`config.mk`:
```
export PLATFORM = sky130hd
export DESIGN_NAME = imu_front
export DESIGN_NICKNAME = d
export VERILOG_FILES = /design/src/hw/rtl/interpolating_multitone_upconverter_macros.svh /design/src/hw/rtl/imu_pkg.sv /design/src/hw/rtl/imu_front.sv
export SDC_FILE = /design/constraint.sdc
export NUM_CORES = 1
export LEC_CHECK = 0
export BUFFER_PORTS_ARGS = -buffer_cell sky130_fd_sc_hd__buf_2
export CAP_MARGIN = 20
export CORE_UTILIZATION = 40
export CTS_BUF_LIST = sky130_fd_sc_hd__clkbuf_4
export CTS_CLUSTER_SIZE = 16
export DETAILED_ROUTE_END_ITERATION = 8
export GPL_ROUTABILITY_DRIVEN = 0
export PLACE_DENSITY = 0.58
export SLEW_MARGIN = 20
export SYNTH_ARGS = -nofsm -noshare
export SYNTH_HDL_FRONTEND = slang
export SYNTH_SLANG_ARGS = --single-unit
```
`constraint.sdc`:
```
create_clock -name clk -period 3.27 [get_ports clk]
set_input_delay 0.327 -clock clk [delete_from_list [all_inputs] [get_ports clk]]
set_output_delay 0.327 -clock clk [all_outputs]
set_load 0.01 [all_outputs]
```
`src/hw/rtl/interpolating_multitone_upconverter_macros.svh`:
```
// Assertion macros shared by the RTL. Clock clk and reset arst_n are implied.
`ifndef INTERPOLATING_MULTITONE_UPCONVERTER_MACROS_SVH
`define INTERPOLATING_MULTITONE_UPCONVERTER_MACROS_SVH

// Flag any cycle in which cond holds
`define IMU_ASSERT_NEVER(lbl, cond) \
	lbl: assert property (@(posedge clk) disable iff (!arst_n) !(cond)) \
		else $error("imu assertion failed: forbidden condition");

// Flag a cycle with trig that is not followed by resp in the next cycle
`define IMU_ASSERT_NEXT(lbl, trig, resp) \
	lbl: assert property (@(posedge clk) disable iff (!arst_n) (trig) |=> (resp)) \
		else $error("imu assertion failed: missing response");

`endif

```
`src/hw/rtl/imu_pkg.sv`:
```
`default_nettype none
package imu_pkg;

	localparam int NUM_TONES_DEF  = 2;
	localparam int MAX_RATIO_DEF  = 64;
	localparam int SINE_BITS_DEF  = 10;
	localparam int MAX_TONES      = 2;
	localparam int DATA_W         = 16;
	localparam int RATIO_W        = 7;
	localparam int TONES_W        = 2;
	localparam int PHASE_W        = 32;
	localparam int INC_W          = 33;
	localparam int CFG_IDX_W      = 3;
	localparam int CFG_DATA_W     = 32;
	localparam int JOB_DEPTH      = 2;
	localparam int OUT_DEPTH      = 4;
	localparam int OUT_LVL_W      = $clog2(OUT_DEPTH + 1);

	typedef enum logic [CFG_IDX_W-1:0] {
		REG_UPSAMPLE_RATIO = 3'd0,
		REG_TONE_COUNT     = 3'd1,
		REG_PHASE_STEP_A   = 3'd2,
		REG_PHASE_STEP_B   = 3'd3,
		REG_PHASE_OFFSET_A = 3'd4,
		REG_PHASE_OFFSET_B = 3'd5
	} cfg_reg_t;

	typedef enum logic [1:0] {
		F_IDLE,
		F_DIV,
		F_SEND
	} front_state_t;

	typedef struct packed {
		logic signed [DATA_W-1:0] sample_i;
		logic signed [DATA_W-1:0] sample_q;
	} in_item_t;

	typedef struct packed {
		logic signed [DATA_W-1:0] out_i;
		logic signed [DATA_W-1:0] out_q;
		logic                     last;
	} out_item_t;

	// One interpolation interval handed from front to back
	typedef struct packed {
		logic signed [DATA_W-1:0] prev_i;
		logic signed [DATA_W-1:0] prev_q;
		logic signed [INC_W-1:0]  inc_i;
		logic signed [INC_W-1:0]  inc_q;
	} job_t;

	typedef struct packed {
		logic have_prev;
		logic dividing;
	} front_stat_t;

	// Quarter-wave sine entry k, Q15, for a table of 2^bits entries per turn.
	// Used at elaboration only.
	function automatic logic [DATA_W-1:0] quarter_sin(input int k, input int bits);
		longint x;
		longint x2;
		longint t;
		longint s;
		longint v;
		x  = (longint'(k) * 64'sd1686629713) >>> (bits - 2);
		x2 = (x * x) >>> 30;
		s  = x;
		t  = x;
		t  = ((t * x2) >>> 30) / 6;
		s  = s - t;
		t  = ((t * x2) >>> 30) / 20;
		s  = s + t;
		t  = ((t * x2) >>> 30) / 42;
		s  = s - t;
		t  = ((t * x2) >>> 30) / 72;
		s  = s + t;
		t  = ((t * x2) >>> 30) / 110;
		s  = s - t;
		t  = ((t * x2) >>> 30) / 156;
		s  = s + t;
		t  = ((t * x2) >>> 30) / 210;
		s  = s - t;
		if (s < 0) begin
			s = 0;
		end
		v = (s + 16384) >>> 15;
		if (v > 32767) begin
			v = 32767;
		end
		return v[DATA_W-1:0];
	endfunction

endpackage
`default_nettype wire

```
`src/hw/rtl/imu_front.sv`:
```
`default_nettype none
module imu_front
	import imu_pkg::*;
(
	input  wire logic               clk,
	input  wire logic               arst_n,
	input  wire logic               push,
	input  wire in_item_t           sample,
	output logic                    full,
	input  wire logic [RATIO_W-1:0] ratio,
	output job_t                    job,
	output logic                    job_wr,
	input  wire logic               job_full,
	output front_stat_t             stat
);
	front_state_t state_q, state_d;

	logic signed [DATA_W-1:0] prev_i_q, prev_q_q;
	logic signed [DATA_W-1:0] jprev_i_q, jprev_q_q;
	logic                     have_prev_q;
	logic [PHASE_W-1:0]       dvd_i_q, dvd_q_q;
	logic [RATIO_W-1:0]       rem_i_q, rem_q_q;
	logic                     neg_i_q, neg_q_q;
	logic [4:0]               cnt_q;

	logic                     accept;
	logic signed [DATA_W:0]   diff_i, diff_q;
	logic [DATA_W:0]          mag_i, mag_q;
	logic [RATIO_W:0]         sh_i, sh_q;
	logic                     ge_i, ge_q;
	logic [RATIO_W:0]         nrem_i, nrem_q;

	assign accept = push && !full;
	assign diff_i = {sample.sample_i[DATA_W-1], sample.sample_i} - {prev_i_q[DATA_W-1], prev_i_q};
	assign diff_q = {sample.sample_q[DATA_W-1], sample.sample_q} - {prev_q_q[DATA_W-1], prev_q_q};
	assign mag_i  = diff_i[DATA_W] ? (DATA_W+1)'(-diff_i) : diff_i;
	assign mag_q  = diff_q[DATA_W] ? (DATA_W+1)'(-diff_q) : diff_q;

	// One restoring division step per cycle on both components
	assign sh_i   = {rem_i_q, dvd_i_q[PHASE_W-1]};
	assign sh_q   = {rem_q_q, dvd_q_q[PHASE_W-1]};
	assign ge_i   = sh_i >= {1'b0, ratio};
	assign ge_q   = sh_q >= {1'b0, ratio};
	assign nrem_i = ge_i ? sh_i - {1'b0, ratio} : sh_i;
	assign nrem_q = ge_q ? sh_q - {1'b0, ratio} : sh_q;

	// Apply the sign to the quotient
	assign job.prev_i = jprev_i_q;
	assign job.prev_q = jprev_q_q;
	assign job.inc_i  = neg_i_q ? -$signed({1'b0, dvd_i_q}) : $signed({1'b0, dvd_i_q});
	assign job.inc_q  = neg_q_q ? -$signed({1'b0, dvd_q_q}) : $signed({1'b0, dvd_q_q});

	assign stat.have_prev = have_prev_q;
	assign stat.dividing  = (state_q == F_DIV);

	// Next state and handshake
	always_comb begin
		state_d = state_q;
		full    = 1'b1;
		job_wr  = 1'b0;
		unique case (state_q)
			F_IDLE: begin
				full = 1'b0;
				if (accept && have_prev_q) begin
					state_d = F_DIV;
				end
			end
			F_DIV: begin
				if (cnt_q == 5'd31) begin
					state_d = F_SEND;
				end
			end
			F_SEND: begin
				job_wr = !job_full;
				if (!job_full) begin
					state_d = F_IDLE;
				end
			end
			default: state_d = F_IDLE;
		endcase
	end

	always_ff @(posedge clk or negedge arst_n) begin
		if (!arst_n) begin
			state_q     <= F_IDLE;
			have_prev_q <= 1'b0;
			prev_i_q    <= '0;
			prev_q_q    <= '0;
			cnt_q       <= '0;
		end else begin
			state_q <= state_d;
			if (accept) begin
				prev_i_q    <= sample.sample_i;
				prev_q_q    <= sample.sample_q;
				have_prev_q <= 1'b1;
				cnt_q       <= '0;
			end else if (state_q == F_DIV) begin
				cnt_q <= cnt_q + 1'b1;
			end
		end
	end

	// Load the dividend, then shift quotient bits in
	always_ff @(posedge clk) begin
		if (accept) begin
			jprev_i_q <= prev_i_q;
			jprev_q_q <= prev_q_q;
			dvd_i_q   <= {mag_i[DATA_W-1:0], {DATA_W{1'b0}}};
			dvd_q_q   <= {mag_q[DATA_W-1:0], {DATA_W{1'b0}}};
			neg_i_q   <= diff_i[DATA_W];
			neg_q_q   <= diff_q[DATA_W];
			rem_i_q   <= '0;
			rem_q_q   <= '0;
		end else if (state_q == F_DIV) begin
			dvd_i_q <= {dvd_i_q[PHASE_W-2:0], ge_i};
			dvd_q_q <= {dvd_q_q[PHASE_W-2:0], ge_q};
			rem_i_q <= nrem_i[RATIO_W-1:0];
			rem_q_q <= nrem_q[RATIO_W-1:0];
		end
	end
endmodule
`default_nettype wire

```
==> metrics, run 1 <==
EDFF count, synth 66; sequential area share after synthesis 40.1%; GR Util All Layers 19.6%; CTS Root Cell clkbuf_4; CP endpoint kind primary output; unrepaired setup endpoints after global routing yes; HP Class in2reg; Final WS setup -0.254 ns; delay-heaviest family, CP simple AND/OR/NAND/NOR gates; largest family of logic cells by synthesized area compound AO/OA/AOI/OAI gates; Worst Tran Pin Value 1.38 ns; slowest stage cell, crit path or3_4; area of the core 0.0237 sq mm; crit path cell chain or3_4 -> or3_4 -> or3_4 -> or3_4 -> or3_4 -> o31ai_4 -> xnor2_1 -> buf_2; crit path time final 3.52 ns; wire length per cell 14.6 microns; Synth cell types 67; worst path buffer plus inverter count 1; Post-DP Area 0.0109 sq mm; IO Pins 145; Startpoint Class register; Switching Share 45.5%; CP Depth 8; pin count of the biggest net entering global routing 135; most common cell in the netlist nand2_1; Warnings, synthesis 0; total number of vias 8389; Critical Path RT 2.94 ns; Crit Path Category reg2out; DIE AREA 0.0250 sq mm; Worst-path clk slew 0.14 ns; Total Wirelength 23.9 mm; largest cells by area after synthesis edfxtp_1 20%, dfrtp_1 10%, dfxtp_1 9.5%; Critical Path Start dvd_q_q[11]; Seq pwr share 30.8%; Mapped Cells 1116; DRC 0; failing checks negative setup slack; Via density 5.12; Rel. slew slack 7.73%; initial drt markers 403; Comb power frac 59.0%; die height 158 microns; Yosys top cell by area edfxtp_1; commonest cells in the netlist 172 x nand2_1, 150 x o21ai_0, 83 x xnor2_1; worst vdd rail ir drop 0.375 mV; end point of the critical path job[29]; ys async rst share 26.3%; final hold viol count 0; Buffers on Ports 144; Final Total Pwr 12.6 mW; first-pass GRT wire length 38.7 mm; share of layout cells above drive strength 1 21.9%; Reg-to-Reg Start prev_i_q[1]; HPWL Detailed 16.5 mm; Clock Path Buffers 2; Fill cells 2341; Int Pwr 6.87 mW; NetSw 5.73 mW; die width 158 microns; XOR/XNOR Fraction of Synth Area 10.3%; top_reg_cell synth edfxtp_1; H-tree levels 4; maxcap violations 0; Crit Reg-Reg Endpoint dvd_i_q[30]; max-slew violations 0; Post-Synthesis Cell Area 0.00973 sq mm; Tcrit/Tclk final 108%; std cell rows 56; r2r setup slk 0.17 ns; CP arrival 3.20 ns; Layout area overhead 23.1%; worst-path fanout max 3; Initial Util 41.1%; Setup Viol. Count Final 19; Critical Path Most Common Cell or3_4; GR Overflow Total 0; # clock sinks 152; # nets final 1403; Syn Area/Cell 8.72 sq um; Clk pwr share 10.2%; Synth top area share 20.4%; Post-DRT Antenna Nets 0; Peak Freq 284 MHz; Setup Slack @ Placement 0.00549 ns; final non-filler cell area 0.0120 sq mm; Post-Synth Adder-Cell Area 7.51%; leak pwr 5.02 nW; post-synthesis mux area share 0.206%; TritonCTS buffer count 17; First-pass DRT Iterations 5; CP max stage delay 0.39 ns; flops & latches, synth 152; worst skew pair latency 0.56 ns; status complete, but fails checks; Post-Synth Simple-Gate Area 17.7%; Pwr per Cell Area 1050 mW/mm^2; CTS tree built; post-synth net total 1215; skew final 0.0273 ns; number of antenna violations at the first check in global routing 1; R2R cell count 11; Compound-Gate Fraction of Synth Area 19.5%; vias in the first global route 7770
## kinds of logic (layout without fill, tap and decap cells)
| kind of cell | count (synthesis) | in the layout |
|---|---|---|
| fa+ha+maj | 56 | 56 |
| mux | 2 | 2 |
| other cells | 0 | 1 |
| simple gates | 371 | 371 |
| xor+xnor | 113 | 113 |
| flops | 152 | 152 |
| buf+inv | 117 | 318 |
| compound gates | 305 | 305 |
## repair_timing
| item | 4_1_cts | 5_1_grt |
|---|---|---|
| setup buffers | 12 | 1 |
| gates resized for setup | 32 | 43 |
| hold buffers | 32 | 0 |
| pin swaps | 11 | 19 |
| endpoints found under the setup margin | 31 | 50 |
| hold endpoints to repair | 71 | 0 |
## tightest hold or removal path, stage by stage
cell     delay (ns)
buf_2          0.10
inv_1          0.07
o21ai_0        0.09
## registers in the layout, indices dropped and copies added (netlist names)
signal       flops
cnt_q            5
rem_i_q          7
dvd_i_q         32
prev_q_q        16
neg_q_q          1
prev_i_q        16
neg_i_q          1
have_prev_q      1
rem_q_q          7
state_q          2
jprev_i_q       16
dvd_q_q         32
jprev_q_q       16
## power groups by stage
stage,sequential (mW),combinational [mW],clock [mW]
final,3.88,7.44,1.28
after global routing,4.01,8.36,1.40
after CTS,3.85,7.30,1.34
after detailed placement,3.86,7.09,0
after global placement,3.84,7.03,0
after floorplan,3.60,5.18,0
## worst min-delay path by stage
stage,cells after the start,slack (ns),from,to
finish,3,0.04,sample[16],prev_i_q[0]
global route,3,0.04,sample[16],prev_i_q[0]
CTS,3,0.004,sample[16],prev_i_q[0]
detailed placement,0,0.43,prev_i_q[10],jprev_i_q[10]
global placement,0,0.43,prev_i_q[4],jprev_i_q[4]
floorplan,0,0.03,arst_n,cnt_q[0]
## stage by stage
stage | util [%] | std cells | hold slack (ns) | TNS (ns)
global route | 50.6 | 1637 | 0.0392 | -5.57
floorplan | - | 1116 | 0.0314 | 0
detailed placement | 46.1 | 1560 | 0.435 | 0
finish | 50.6 | 1637 | 0.0447 | -2.03
global placement | 46.1 | 1560 | 0.428 | 0
CTS | 49.7 | 1636 | 0.00435 | -2.49
## metal layers
| metal | wire (microns) | track usage (%) |
|---|---|---|
| met1 | 12200 | 28.1 |
| met2 | 10700 | 30.5 |
| met3 | 796 | 2.82 |
| met4 | 229 | 5.49 |
| met5 | 0 | 0 |
## layout by cell type, fill, tap and decap left out, drive strengths merged, types with 32 or more instances in the layout
master       synthesis  layout
buf                  9     190
nand2              172     172
o21ai              152     152
xnor2               83      83
edfxtp              66      66
inv                 64      66
nor2                61      61
ha                  52      52
dfxtp               46      46
a21oi               41      41
dfrtp               40      40
dlygate4sd3          0      32
## cell type report
type | count | area, sq um | share of cell area, %
timing repair buffer | 222 | 1410 | 11.8
clock inverter | 11 | 149 | 1.24
multi-input combinational | 847 | 5690 | 47.5
antenna | 1 | 2.50 | 0.0209
tap | 319 | 399 | 3.33
inverter | 64 | 243 | 2.03
clock buffer | 21 | 158 | 1.32
sequential | 152 | 3920 | 32.7
No activity file was read; power rests on OpenSTA's default activity.
==> run 2, diff against run 1 <==
RECOVER_POWER = 25   (was unset)
==> run 2 against run 1 <==
- the run ends with max-capacitance violations, max-slew violations, negative setup slack left
- non-clock buffer count unchanged
- flip-flop and latch count unchanged
- die area unchanged
- cell count unchanged
- critical path depth unchanged
- wire length about the same
- clock-buffer cell count unchanged
- clock skew up 0.0018 ns
- core utilization about the same
- power about the same
- critical path type unchanged
- highest routed layer unchanged
==> metrics, run 2 (same netlist as run 1, synthesis figures left out) <==
final hold viol count 0; crit path time final 3.52 ns; std cell rows 56; r2r setup slk 0.14 ns; max-slew violations 84; Tcrit/Tclk final 108%; Peak Freq 284 MHz; worst skew pair latency 0.56 ns; Initial Util 41.1%; HPWL Detailed 16.5 mm; GR Util All Layers 19.6%; first-pass GRT wire length 38.7 mm; Final WS setup -0.251 ns; Total Wirelength 23.9 mm; Reg area 0.00392 sq mm; failing checks max-capacitance violations, max-slew violations, negative setup slack; Critical Path RT 2.94 ns; Final Total Pwr 12.6 mW; skew final 0.0292 ns; die width 158 microns; Buffers on Ports 144; Multi-input gate area 0.00569 sq mm; worst vdd rail ir drop 0.377 mV; number of antenna violations at the first check in global routing 1; commonest non-fill, non-tap cell in the layout nand2_1; biggest regs dvd_i_q (32), dvd_q_q (32); wire length per cell 14.6 microns; Via density 5.12; fin cells 1637; Worst Tran Pin Value 2.44 ns; DIE AREA 0.0250 sq mm; area of the core 0.0237 sq mm; Clock Path Buffers 2; Fill cells 2347; Setup Viol. Count Final 19; CTS Root Cell clkbuf_4; vias in the first global route 7770; maxcap violations 2; Cells after DPL 1560; leak pwr 5.01 nW; share of layout cells above drive strength 1 21.6%; Fin Hold WS 0.0451 ns; H-tree levels 4; Worst-path clk slew 0.14 ns; Layout area overhead 23.0%; DRC 0; # clock sinks 152; Rel. slew slack -62.5%; pin count of the biggest net entering global routing 135; worst-path fanout max 3; total number of vias 8382; Crit Path Category reg2out; commonest non-fill, non-tap cells in the layout 170 x nand2_1, 144 x o21ai_0, 141 x buf_2; # nets final 1403; TritonCTS buffer count 17; Startpoint Class register; status complete, but fails checks; CP endpoint kind primary output; initial drt markers 411; HP Class in2reg; CP arrival 3.19 ns; unrepaired setup endpoints after global routing yes; Pwr per Cell Area 1050 mW/mm^2; CTS tree built; die height 158 microns; Post-DRT Antenna Nets 0; GR Overflow Total 0; First-pass DRT Iterations 5; IO Pins 145
run 2: where the power goes:
group / internal (mW) / switching (mW) / leakage, nW
Sequential: 3.00 / 0.884 / 1.54
Clock: 0.566 / 0.714 / 0.157
Combinational: 3.30 / 4.14 / 3.31
Total: 6.87 / 5.74 / 5.01
run 2: timing repair:
action | in CTS | in global routing
buffers inserted | 12 | 1
hold buffers | 32 | 0
resized for setup | 32 | 43
endpoints found under the hold margin | 71 | 0
setup endpoints to repair | 31 | 50
pin swaps | 11 | 19
run 2: worst max-delay path: stages, from the launching register on:
cell     delay [ns]
dfxtp_4        0.37
or3_4          0.39
or3_4          0.34
or3_4          0.34
or3_4          0.37
or3_4          0.37
o31ai_4        0.18
xnor2_1        0.14
buf_2          0.15
run 2: worst paths after layout:
check                                   from            end  depth (start not counted)
worst max-delay path             dvd_q_q[11]        job[29]                          8
worst min-delay path              sample[16]    prev_i_q[0]                          3
worst max register to register   prev_i_q[0]    dvd_i_q[31]                         11
worst min register to register  prev_q_q[15]  jprev_q_q[15]                          0
max in group asynchronous             arst_n       cnt_q[2]                          2
min in group asynchronous             arst_n    prev_q_q[3]                          2
run 2: per-layer routing:
metal | vias up | global-route usage (%) | wire length (microns)
met5 | - | 0 | 0
met4 | 0 | 5.49 | 229
met3 | 13 | 2.82 | 845
met2 | 149 | 30.5 | 10700
met1 | 3893 | 28.1 | 12100
li1 | 4327 | - | -
run 2: through the flow:
step / worst slack, ns / TNS (ns) / util, % / cell area (sq um)
5_1_grt: -0.376 / -5.68 / 50.5 / 12000
3_3_place_gp: 0.0627 / 0 / 46.1 / 10900
4_1_cts: -0.292 / -2.49 / 49.7 / 11800
2_1_floorplan: 0.247 / 0 / - / 9730
6_report: -0.251 / -1.99 / 50.5 / 12000
3_5_place_dp: 0.00549 / 0 / 46.1 / 10900
run 2: final cells by class:
class                      count  share of cell area (%)
antenna                        1                  0.0209
clock buffer                  21                    1.32
clock inverter                11                    1.24
inverter                      64                    2.03
multi-input combinational    847                    47.6
sequential                   152                    32.8
tap                          319                    3.34
timing repair buffer         222                    11.7
