### src/hw/rtl/interpolating_multitone_upconverter_macros.svh
// Assertion macros shared by the RTL. Clock clk and reset arst_n are implied.
`ifndef INTERPOLATING_MULTITONE_UPCONVERTER_MACROS_SVH
`define INTERPOLATING_MULTITONE_UPCONVERTER_MACROS_SVH

// Flag any cycle in which cond holds
`define IMU_ASSERT_NEVER(lbl, cond) \
	lbl: assert property (@(posedge clk) disable iff (!arst_n) !(cond)) \
		else $error("imu assertion failed: forbidden condition");

// Flag a cycle with trig that is not followed by resp in the next cycle
`define IMU_ASSERT_NEXT(lbl, trig, resp) \
	lbl: assert property (@(posedge clk) disable iff (!arst_n) (trig) |=> (resp)) \
		else $error("imu assertion failed: missing response");

`endif

### src/hw/rtl/imu_fifo.sv
`default_nettype none
module imu_fifo #(
	parameter int WIDTH = 8,
	parameter int DEPTH = 2
) (
	input  wire logic                         clk,
	input  wire logic                         arst_n,
	input  wire logic                         wr,
	input  wire logic [WIDTH-1:0]             wdata,
	input  wire logic                         rd,
	output logic      [WIDTH-1:0]             rdata,
	output logic                              full,
	output logic                              empty,
	output logic      [$clog2(DEPTH+1)-1:0]   level
);
	localparam int PW = (DEPTH > 1) ? $clog2(DEPTH) : 1;
	localparam int LW = $clog2(DEPTH + 1);

	logic [WIDTH-1:0] mem_q [DEPTH];
	logic [PW-1:0]    wptr_q;
	logic [PW-1:0]    rptr_q;
	logic [LW-1:0]    cnt_q;
	logic             do_wr;
	logic             do_rd;

	assign full  = (cnt_q == LW'(DEPTH));
	assign empty = (cnt_q == '0);
	assign level = cnt_q;
	assign rdata = mem_q[rptr_q];
	assign do_wr = wr && !full;
	assign do_rd = rd && !empty;

	// Store entries
	always_ff @(posedge clk) begin
		if (do_wr) begin
			mem_q[wptr_q] <= wdata;
		end
	end

	// Advance pointers and occupancy
	always_ff @(posedge clk or negedge arst_n) begin
		if (!arst_n) begin
			wptr_q <= '0;
			rptr_q <= '0;
			cnt_q  <= '0;
		end else begin
			if (do_wr) begin
				wptr_q <= (wptr_q == PW'(DEPTH - 1)) ? '0 : wptr_q + 1'b1;
			end
			if (do_rd) begin
				rptr_q <= (rptr_q == PW'(DEPTH - 1)) ? '0 : rptr_q + 1'b1;
			end
			if (do_wr && !do_rd) begin
				cnt_q <= cnt_q + 1'b1;
			end else if (do_rd && !do_wr) begin
				cnt_q <= cnt_q - 1'b1;
			end
		end
	end
endmodule
`default_nettype wire

### config.mk
export PLATFORM = sky130hd
export DESIGN_NAME = imu_fifo
export DESIGN_NICKNAME = d
export VERILOG_FILES = /design/src/hw/rtl/interpolating_multitone_upconverter_macros.svh /design/src/hw/rtl/imu_fifo.sv
export SDC_FILE = /design/constraint.sdc
export NUM_CORES = 1
export LEC_CHECK = 0
export BUFFER_PORTS_ARGS = -buffer_cell sky130_fd_sc_hd__buf_2
export CORE_MARGIN = 1
export CORE_UTILIZATION = 35
export DETAILED_ROUTE_END_ITERATION = 6
export GPL_TIMING_DRIVEN = 0
export PLACE_DENSITY = 0.61
export SETUP_SLACK_MARGIN = 0.4
export SLEW_MARGIN = 5
export SYNTH_ARGS = -nofsm -noshare
export SYNTH_HDL_FRONTEND = slang
export SYNTH_SLANG_ARGS = --single-unit
### constraint.sdc
create_clock -name clk -period 2.15 [get_ports clk]
set_input_delay 0.3225 -clock clk [delete_from_list [all_inputs] [get_ports clk]]
set_output_delay 0.3225 -clock clk [all_outputs]
set_load 0.1 [all_outputs]
==> qor.yml, run 1 <==
routing:
  detailed_router_iteration_count_before_antenna_repair: 3
  drt-initial-drc-count: 5
  routed_wl_microns: 1210
  routedWlPerCell_microns: 12.2
  routed_via_density: 4.30
  via_count: 426
  detail_route.drc_violations: 0
  final_antenna_net_count: 0
timing:
  final-hold-violation-count: 0
  max_slew.worst_pin.slew_ns: 0.485
  skew_ns: 0.00474
  setup_repair_after_global_routing_missed_its_margin: "false"
  timing.final.crit_period_ns: 1.68
  timing.slew.headroom_pct: 67.9
  finalCritPeriodShare_pct: 77.9
  final-max-slew-violation-count: 0
  achievable-frequency_ghz: 0.597
  finalSetupTns_ns: 0
  setup_viol: 0
worst_setup_path:
  worstSetupEndpointType: "primary output"
  crit_arrival_ns: 1.35
  cell_chain_critical_path: "nand2b_1 -> inv_1 -> buf_4"
  cp_slowest_cell: "dfrtp_4"
  critical_path.max_stage_delay_ns: 0.53
  critical_path.top_delay_family: "flip-flops"
  critPathMaxFanout: 6
  path_buf_inv: 2
  crit_required_ns: 1.83
  criticalPathCategory: "flop to primary output"
  critPathLaunchType: "flop"
floorplan:
  die_y_microns: 49.3
  placement_row_count: 16
  initial_core_util_pct: 38.7
  core_region_area_sq_um: 2020
  num_io_pins: 24
  die_area_sq_um: 2430
  die_w_microns: 49.3
run_status:
  status: "completed"
synth:
  synth-seq-cells: 20
  mappedNetlistArea_sq_um: 782
  post-synth-top-area-fraction_pct: 61.4
  post-synth-top-area-cell: "edfxtp_1"
  syn_inst: 44
  synth_area_per_cell_sq_um: 17.8
  synth_cell_types: 15
  synth_top_cells_by_area: "edfxtp_1 61%, dfrtp_1 13%, mux2_1 8.6%, mux2_2 2.9%, xnor2_1 2.2%"
  syn_nets: 57
  synth_seq_area_share_pct: 74.2
  yosysWarningCount: 0
place:
  gp_congestion: 0.627
  io_buffer_count: 23
  total_half_perimeter_wirelength_after_legalization_and_detailed_placement_microns: 868
cells_and_area:
  filler_cell_count: 191
  layout-drive-gt1-share_pct: 50.0
  final_nets: 86
  multi_input_gate_area_in_the_final_layout_sq_um: 194
  antenna-diode-count: 0
  area_growth_syn_to_layout_pct: 33.6
  layout.area.seq_sq_um: 586
clock_tree:
  numClockSinks: 20
  tritoncts: "done"
  max-clock-path-buffers: 2
  clkLatencyLatePin_ns: 0.29
  worst_setup_hold_path_clk_slew_ns: 0.11
  root_buffer: "clkbuf_4"
  clock_tree.htree_level_count: 1
  post_cts_repair_timing_setup_buffer_count: 0
  tritoncts_buffers: 3
global_route:
  grt_start_max_net_pins: 12
  grt_usage_pct: 12.0
  number_of_global_route_vias_before_repair: 447
  antenna_violations_before_repair: 0
  first_pass_grt_wire_length_microns: 2030
  grt_overflow_total: 0
worst_hold_path:
  hold_removal_path_class: "input pin to flop"
job:
  max_cap_viol_count: 0
-- metrics by stage --
stage	setup WS [ns]	cell area, sq um	std cells	hold slack, ns	util (%)
after floorplan	0.332	790	44	0.0269	-
after global placement	0.495	938	94	0.130	46.4
after detailed placement	0.505	938	94	0.132	46.4
after CTS	0.407	1000	99	0.200	49.4
after global routing	0.414	1040	99	0.200	51.7
final	0.474	1040	99	0.211	51.7
-- cell type report --
| type | instances | area share (%) |
|---|---|---|
| plain buffers | 1 | 1.08 |
| well taps | 27 | 3.23 |
| clock inverters | 1 | 0.359 |
| clock buffers | 3 | 2.16 |
| flip-flops and latches | 20 | 56.0 |
| multi-input cells | 21 | 18.6 |
| inverters | 2 | 0.719 |
| repair buffers | 24 | 17.8 |
-- state kept, by name, summed over array words and instances, names as in the netlist --
| signal | count |
|---|---|
| level | 2 |
| wptr_q | 1 |
| mem_q | 16 |
| rptr_q | 1 |
-- synthesized netlist by cell type --
cell type / number
and3_1: 1
buf_2: 1
dfrtp_1: 4
edfxtp_1: 16
ha_1: 1
inv_1: 2
mux2_1: 6
mux2_2: 2
nand2_2: 1
nand2b_1: 1
nor2_1: 3
o21ai_1: 1
xnor2_1: 2
xnor2_2: 1
xor2_1: 2
-- layout by cell type, fill, tap and decap left out, drive strengths merged --
master,n
xnor2,3
inv,2
xor2,2
ha,1
nand2b,1
mux2,8
dfrtp,4
edfxtp,16
and3,1
dlygate4sd3,1
clkbuf,3
o21ai,1
nand2,1
clkinv,1
nor2,3
buf,24
-- metal layers --
layer | share of wire [%] | vias to the layer above | track usage, % | wire length [microns]
met4 | 3.3 | 0 | 11.3 | 40
met1 | 40 | 196 | 13.9 | 479
met3 | 3.2 | 4 | 1.25 | 39
met2 | 54 | 14 | 19.2 | 648
met5 | 0 | - | 0 | 0
li1 | - | 212 | - | -
-- path summary, 6_finish.rpt --
path                            startpoint           to  slack, ns  depth (start not counted)
worst max-delay path              level[0]         full       0.47                          3
worst min-delay path              wdata[3]  mem_q[1][3]       0.21                          1
worst max register to register    level[0]     level[1]       0.61                          7
worst min register to register    level[1]     level[1]       0.52                          1
max in group asynchronous           arst_n     level[0]       1.65                          2
min in group asynchronous           arst_n       wptr_q       0.37                          2
-- logic make-up (layout without fill, tap and decap cells) --
logic type | count (synthesis) | after routing | share of synthesized area (%)
flip-flops | 20 | 20 | 74.2
multiplexers | 8 | 8 | 11.5
AND/OR/NAND/NOR | 6 | 6 | 3.84
XOR/XNOR | 5 | 5 | 6.56
buffers and inverters | 3 | 31 | 1.60
adder cells (fa/ha/maj) | 1 | 1 | 1.60
AO/OA/AOI/OAI | 1 | 1 | 0.639
-- worst register-to-register path, cell delays in order (launching register included) --
cell	delay, ns
dfrtp_4	0.53
nand2b_1	0.19
nand2_2	0.12
inv_1	0.05
ha_1	0.18
xor2_1	0.14
nor2_1	0.11
xor2_1	0.14
-- timing repair --
item | CTS | global route
hold buffers | 1 | 0
setup endpoints to repair | 9 | 16
pin swaps | 0 | 0
endpoints found under the hold margin | 4 | 0
gates resized for setup | 10 | 13
Power of run 1 is left out: the tool's default activity adds up to more than one toggle a clock period on the data nets, which glitch-free logic cannot reach.
==> inputs of run 2 (changes only) <==
ABC_AREA = 1   (was unset)
CORE_ASPECT_RATIO = 1.75   (was unset)
PLACE_DENSITY = 0.63   (was 0.61)
clock period = 1.4 ns   (was 2.15 ns; I/O delays follow)
==> qor.yml, run 2 <==
cells_and_area:
  top_register_by_number_of_flip_flops: "mem_q"  # unchanged
  finish.utilization_pct: 76.0  # was 51.7%
  area_growth_syn_to_layout_pct: 102  # was 33.6%
  final-instance-count-excl-fill: 137  # was 99
  layout-drive-gt1-share_pct: 70.8  # was 50.0%
  layout.cells.most_common: "edfxtp_1"  # unchanged
  largest_register_ffs: 16  # unchanged
  antenna-diode-count: 0  # unchanged
  filler_cell_count: 132  # was 191
  final_nets: 127  # was 86
  most-common-layout-cells: "16 x edfxtp_1, 13 x buf_12, 11 x buf_2, 9 x nand2_8"  # was 16 x edfxtp_1, 14 x buf_2, 8 x buf_6, 5 x mux2_1
floorplan:
  placement_row_count: 22  # was 16
  core_region_area_sq_um: 2150  # was 2020 sq um
  die_w_microns: 38.4  # was 49.3 microns
  die_y_microns: 65.6  # was 49.3 microns
  initial_core_util_pct: 37.7  # was 38.7%
  num_io_pins: 24  # unchanged
  die_area_sq_um: 2520  # was 2430 sq um
worst_setup_path:
  crit_arrival_ns: 1.28  # was 1.35 ns
  cp_slowest_cell: "dfrtp_1"  # was dfrtp_4
  critical_path.most_common_cell: "buf_12"
  cell_chain_critical_path: "buf_12 -> inv_12 -> nand2_4 -> nand2_8 -> buf_12"  # was nand2b_1 -> inv_1 -> buf_4
  startpoint: "rptr_q"  # was level[0]
  worstReg2RegStart: "level[1]"  # was level[0]
  critical_path.max_stage_delay_ns: 0.41  # was 0.53 ns
  reg2reg_path_depth: 8  # was 7
  worstSetupEndpointType: "primary output"  # unchanged
  critPathLaunchType: "flop"  # unchanged
  timing.reg2reg.setup_slack_ns: 0.02  # was 0.61 ns
  crit_required_ns: 1.19  # was 1.83 ns
  critPathMaxFanout: 11  # was 6
  timing.critical_path.to: "rdata[3]"  # was full
  worstReg2RegEnd: "level[1]"  # unchanged
  criticalPathCategory: "flop to primary output"  # unchanged
place:
  io_buffer_count: 23  # unchanged
  gp_congestion: 0.646  # was 0.627
  dpl.cell_count: 120  # was 94
  total_half_perimeter_wirelength_after_legalization_and_detailed_placement_microns: 1130  # was 868 microns
synth:
  synthSimpleGateAreaFrac_pct: 20.1  # was 3.84%
  main_combinational_cell_family_by_area_after_synthesis: "simple AND/OR/NAND/NOR gates"  # was multiplexers
  synth.most_common_cell: "nand2_1"  # was edfxtp_1
  synth-compound-area-share_pct: 1.24  # was 0.640%
  synth_adder_area_share_pct: 1.55  # was 1.60%
  synth_area_per_cell_sq_um: 11.1  # was 17.8 sq um
  synth.cells.most_frequent: "33 x nand2_1, 16 x edfxtp_1, 7 x inv_1, 4 x dfrtp_1"  # was 16 x edfxtp_1, 6 x mux2_1, 4 x dfrtp_1, 3 x nor2_1
  synth_mux_area_share_pct: 0  # was 11.5%
  syn_inst: 73  # was 44
  synth_top_cells_by_area: "edfxtp_1 59%, nand2_1 15%, dfrtp_1 12%, inv_1 3.2%, ha_1 1.5%"  # was edfxtp_1 61%, dfrtp_1 13%, mux2_1 8.6%, mux2_2 2.9%, xnor2_1 2.2%
  syn_nets: 86  # was 57
  proportion_of_synthesized_flip_flops_having_asynchronous_set_or_reset_pct: 20.0  # unchanged
  yosys_most_used_dff: "edfxtp_1"  # unchanged
  synth_seq_area_share_pct: 71.7  # was 74.2%
  mappedNetlistArea_sq_um: 810  # was 782 sq um
  synth_cell_types: 14  # was 15
  synth-edff-count: 16  # unchanged
  yosysWarningCount: 0  # unchanged
  synth-seq-cells: 20  # unchanged
  post-synth-top-area-cell: "edfxtp_1"  # unchanged
  yosys.area_share.xor_xnor_pct: 1.08  # was 6.56%
  post-synth-top-area-fraction_pct: 59.4  # was 61.4%
timing:
  timing.final.crit_period_ns: 1.49
  final-hold-violation-count: 0  # unchanged
  finalCritPeriodShare_pct: 106
  final-max-slew-violation-count: 0  # unchanged
  skew_ns: 0.00229  # was 0.00474 ns
  setup_viol: 10  # was 0
  setup_repair_after_global_routing_missed_its_margin: "true"  # was false
  setup_slack_ns: -0.0882  # was 0.474 ns
  achievable-frequency_ghz: 0.672
  max_slew.worst_pin.slew_ns: 0.272  # was 0.485 ns
  timing.slew.headroom_pct: 81.8  # was 67.9%
job:
  max_cap_viol_count: 0  # unchanged
global_route:
  antenna_violations_before_repair: 0  # unchanged
  grt_usage_pct: 17.1  # was 12.0%
  grt_overflow_total: 0  # unchanged
  first_pass_grt_wire_length_microns: 3000  # was 2030 microns
  grt_start_max_net_pins: 12  # unchanged
  number_of_global_route_vias_before_repair: 692  # was 447
clock_tree:
  tritoncts_buffers: 3  # unchanged
  clock_tree.htree_level_count: 1  # unchanged
  max-clock-path-buffers: 2  # unchanged
  worst_setup_hold_path_clk_slew_ns: 0.11  # about the same
  root_buffer: "clkbuf_4"  # unchanged
  tritoncts: "done"  # unchanged
  numClockSinks: 20  # unchanged
  clkLatencyLatePin_ns: 0.30  # was 0.29 ns
routing:
  drt-initial-drc-count: 24  # was 5
  detail_route.drc_violations: 0  # unchanged
  detailed_router_iteration_count_before_antenna_repair: 3  # unchanged
  routed_via_density: 4.85  # was 4.30
  routedWlPerCell_microns: 14.3  # was 12.2 microns
  final_antenna_net_count: 0  # unchanged
  routed_wl_microns: 1960  # was 1210 microns
  via_count: 664  # was 426
run_status:
  status: "finished with violations"  # was completed
  violations: "setup timing"
worst_hold_path:
  hold_removal_path_class: "input pin to flop"  # unchanged
  holdCritStartpoint: "wdata[6]"  # was wdata[3]
-- run 2: worst min path at each step --
| stage | to | cells after the start |
|---|---|---|
| 2_1_floorplan | rptr_q | 0 |
| 3_3_place_gp | wptr_q | 1 |
| 3_5_place_dp | wptr_q | 1 |
| 4_1_cts | mem_q[0][3] | 1 |
| 5_1_grt | mem_q[1][7] | 1 |
| 6_report | mem_q[1][6] | 1 |
-- run 2: final cells by class --
cell class	count	area, sq um	area share (%)
Timing Repair inverter	1	8.76	0.536
Multi-Input combinational cell	44	485	29.7
Timing Repair Buffer	35	414	25.4
Inverter	8	50.0	3.07
Tap cell	24	30.0	1.84
Buffer	1	20.0	1.23
Sequential cell	20	588	36.0
Clock buffer	4	36.3	2.22
-- run 2: logic make-up (layout without fill, tap and decap cells) --
| logic type | count (synthesis) | in the layout |
|---|---|---|
| buffers and inverters | 9 | 49 |
| AND/OR/NAND/NOR | 40 | 40 |
| flip-flops | 20 | 20 |
| AO/OA/AOI/OAI | 2 | 2 |
| adder cells (fa/ha/maj) | 1 | 1 |
| XOR/XNOR | 1 | 1 |
-- run 2: routing by layer --
layer | vias to the layer above | GRT usage [%] | share of wire, % | wire, microns
met1 | 328 | 16.8 | 32 | 621
met5 | - | 0 | 0 | 0
met2 | 15 | 32.0 | 65 | 1270
li1 | 317 | - | - | -
met4 | 0 | 9.05 | 1.8 | 36
met3 | 4 | 2.36 | 1.9 | 37
-- run 2: stage by stage --
step	setup TNS [ns]	setup WS (ns)	hold WS [ns]	instance area, sq um
2_1_floorplan	-4.92	-0.543	-0.0856	1050
3_3_place_gp	-0.268	-0.0320	0.0253	1200
3_5_place_dp	-0.533	-0.0682	0.0228	1200
4_1_cts	-0.661	-0.0882	0.0913	1550
5_1_grt	-1.40	-0.133	0.0825	1630
6_report	-0.705	-0.0882	0.0950	1630
-- run 2: worst max-delay path, delay by kind of cell (launching register included) --
family | cells | cell delay (ns)
and+or+nand+nor | 2 | 0.14
buffers and inverters | 3 | 0.42
DFF | 1 | 0.41
-- run 2: repair_timing --
action                                 CTS  global route
setup buffers                            5             6
endpoints found under the hold margin    4             0
hold buffers                             1             0
resized for setup                       70            10
pin swaps                                9             5
setup endpoints to repair               32            32
cloned                                   1             0
Power of run 2 is left out for the same reason.
==> inputs of run 3 (changes only) <==
CORE_ASPECT_RATIO = unset   (was 1.75)
CORE_UTILIZATION = 41   (was 35)
PLACE_DENSITY = 0.71   (was 0.63)
==> qor.yml, run 3 (synthesized netlist as in run 2, its figures left out) <==
run_status:
  status: "finished with violations"  # unchanged
  violations: "setup timing"  # unchanged
cells_and_area:
  layout.cells.most_common: "edfxtp_1"  # unchanged
  most-common-layout-cells: "16 x edfxtp_1, 13 x buf_12, 11 x nand2_2, 11 x buf_2, 9 x nand2_8"  # was 16 x edfxtp_1, 13 x buf_12, 11 x buf_2, 9 x nand2_8
  final-instance-count-excl-fill: 137  # unchanged
  area_growth_syn_to_layout_pct: 103  # was 102%
  largest_register_ffs: 16  # unchanged
  layout-drive-gt1-share_pct: 73.2  # was 70.8%
  antenna-diode-count: 0  # unchanged
  filler_cell_count: 52  # was 132
  top_register_by_number_of_flip_flops: "mem_q"  # unchanged
  finish.utilization_pct: 92.3  # was 76.0%
  final_nets: 126  # was 127
floorplan:
  placement_row_count: 15  # was 22
  initial_core_util_pct: 45.4  # was 37.7%
  die_y_microns: 46.4  # was 65.6 microns
  die_area_sq_um: 2160  # was 2520 sq um
  core_region_area_sq_um: 1780  # was 2150 sq um
  num_io_pins: 24  # unchanged
  die_w_microns: 46.4  # was 38.4 microns
routing:
  routed_wl_microns: 2830  # was 1960 microns
  via_count: 693  # was 664
  drt-initial-drc-count: 17  # was 24
  detailed_router_iteration_count_before_antenna_repair: 4  # was 3
  routedWlPerCell_microns: 20.6  # was 14.3 microns
  detail_route.drc_violations: 0  # unchanged
  final_antenna_net_count: 0  # unchanged
  routed_via_density: 5.06  # was 4.85
clock_tree:
  numClockSinks: 20  # unchanged
  clkLatencyLatePin_ns: 0.29  # was 0.30 ns
  tritoncts_buffers: 3  # unchanged
  max-clock-path-buffers: 2  # unchanged
  clock_tree.htree_level_count: 1  # unchanged
  root_buffer: "clkbuf_4"  # unchanged
  worst_setup_hold_path_clk_slew_ns: 0.11  # about the same
  tritoncts: "done"  # unchanged
place:
  gp_congestion: 0.824  # was 0.646
  io_buffer_count: 23  # unchanged
  total_half_perimeter_wirelength_after_legalization_and_detailed_placement_microns: 1140  # was 1130 microns
  dpl.cell_count: 121  # was 120
timing:
  achievable-frequency_ghz: 0.672  # about the same
  timing.final.crit_period_ns: 1.49  # about the same
  setup_slack_ns: -0.0886  # was -0.0882 ns
  finalCritPeriodShare_pct: 106  # about the same
  final-max-slew-violation-count: 0  # unchanged
  setup_viol: 19  # was 10
  timing.slew.headroom_pct: 81.7  # was 81.8%
  max_slew.worst_pin.slew_ns: 0.273  # was 0.272 ns
  final-hold-violation-count: 0  # unchanged
  skew_ns: 0.00314  # was 0.00229 ns
  setup_repair_after_global_routing_missed_its_margin: "true"  # unchanged
worst_setup_path:
  critPathLaunchType: "flop"  # unchanged
  crit_required_ns: 1.19  # about the same
  worstSetupEndpointType: "primary output"  # unchanged
  crit_arrival_ns: 1.28  # about the same
  startpoint: "rptr_q"  # unchanged
  worstReg2RegStart: "level[1]"  # unchanged
  criticalPathCategory: "flop to primary output"  # unchanged
  critPathMaxFanout: 11  # unchanged
global_route:
  grt_start_max_net_pins: 12  # unchanged
  number_of_global_route_vias_before_repair: 754  # was 692
  grt_usage_pct: 26.9  # was 17.1%
  antenna_violations_before_repair: 0  # unchanged
  grt_overflow_total: 0  # unchanged
  first_pass_grt_wire_length_microns: 3680  # was 3000 microns
worst_hold_path:
  holdCritStartpoint: "wdata[5]"  # was wdata[6]
  hold_removal_path_class: "input pin to flop"  # unchanged
job:
  max_cap_viol_count: 0  # unchanged
run 3: layer usage:
metal	vias to the layer above	track usage, %	part of all wire [%]
met5	-	0	0
met2	32	53.6	58
li1	315	-	-
met3	8	3.53	4.0
met1	338	26.9	35
met4	0	10.6	3.4
run 3: worst paths after layout:
check / endpoint / slack [ns] / depth (start not counted)
max in group asynchronous: level[1] / 0.97 / 2
worst max register to register: level[1] / -0.08 / 7
worst min register to register: wptr_q / 0.52 / 2
worst min-delay path: mem_q[0][5] / 0.10 / 1
worst max-delay path: rdata[3] / -0.09 / 5
min in group asynchronous: wptr_q / 0.28 / 2
run 3: worst max-delay path, stage by stage, from the launching register on:
cell and delay [ns]:
dfrtp_1 0.41, buf_12 0.17, inv_12 0.09, nand2_4 0.07, nand2_8 0.07, buf_12 0.16
run 3: metrics by stage:
stage          hold WS, ns  TNS [ns]  setup WS [ns]  instance area (sq um)
3_5_place_dp        0.0317    -0.460        -0.0572                   1200
4_1_cts             0.0920    -0.604        -0.0798                   1570
6_report             0.102    -0.837        -0.0886                   1650
2_1_floorplan      -0.0856     -4.92         -0.543                   1050
3_3_place_gp        0.0277    -0.317        -0.0372                   1200
5_1_grt             0.0850     -1.79         -0.136                   1650
run 3: layout make-up:
cell class	count	area [sq um]	share of cell area, %
Timing Repair inverter	1	16.3	0.989
Tap cell	25	31.3	1.90
Multi-Input combinational cell	44	500	30.4
Timing Repair Buffer	34	403	24.5
Inverter	8	50.0	3.04
Buffer	1	20.0	1.22
Clock buffer	4	36.3	2.21
Sequential cell	20	588	35.7
run 3: what timing repair did:
action	in CTS	in global routing
endpoints found under the setup margin	32	32
endpoints found under the hold margin	4	0
resized for setup	72	12
buffers inserted	6	4
cloned	1	0
pin swaps	9	3
hold buffers	1	0
Power of run 3 is left out for the same reason.
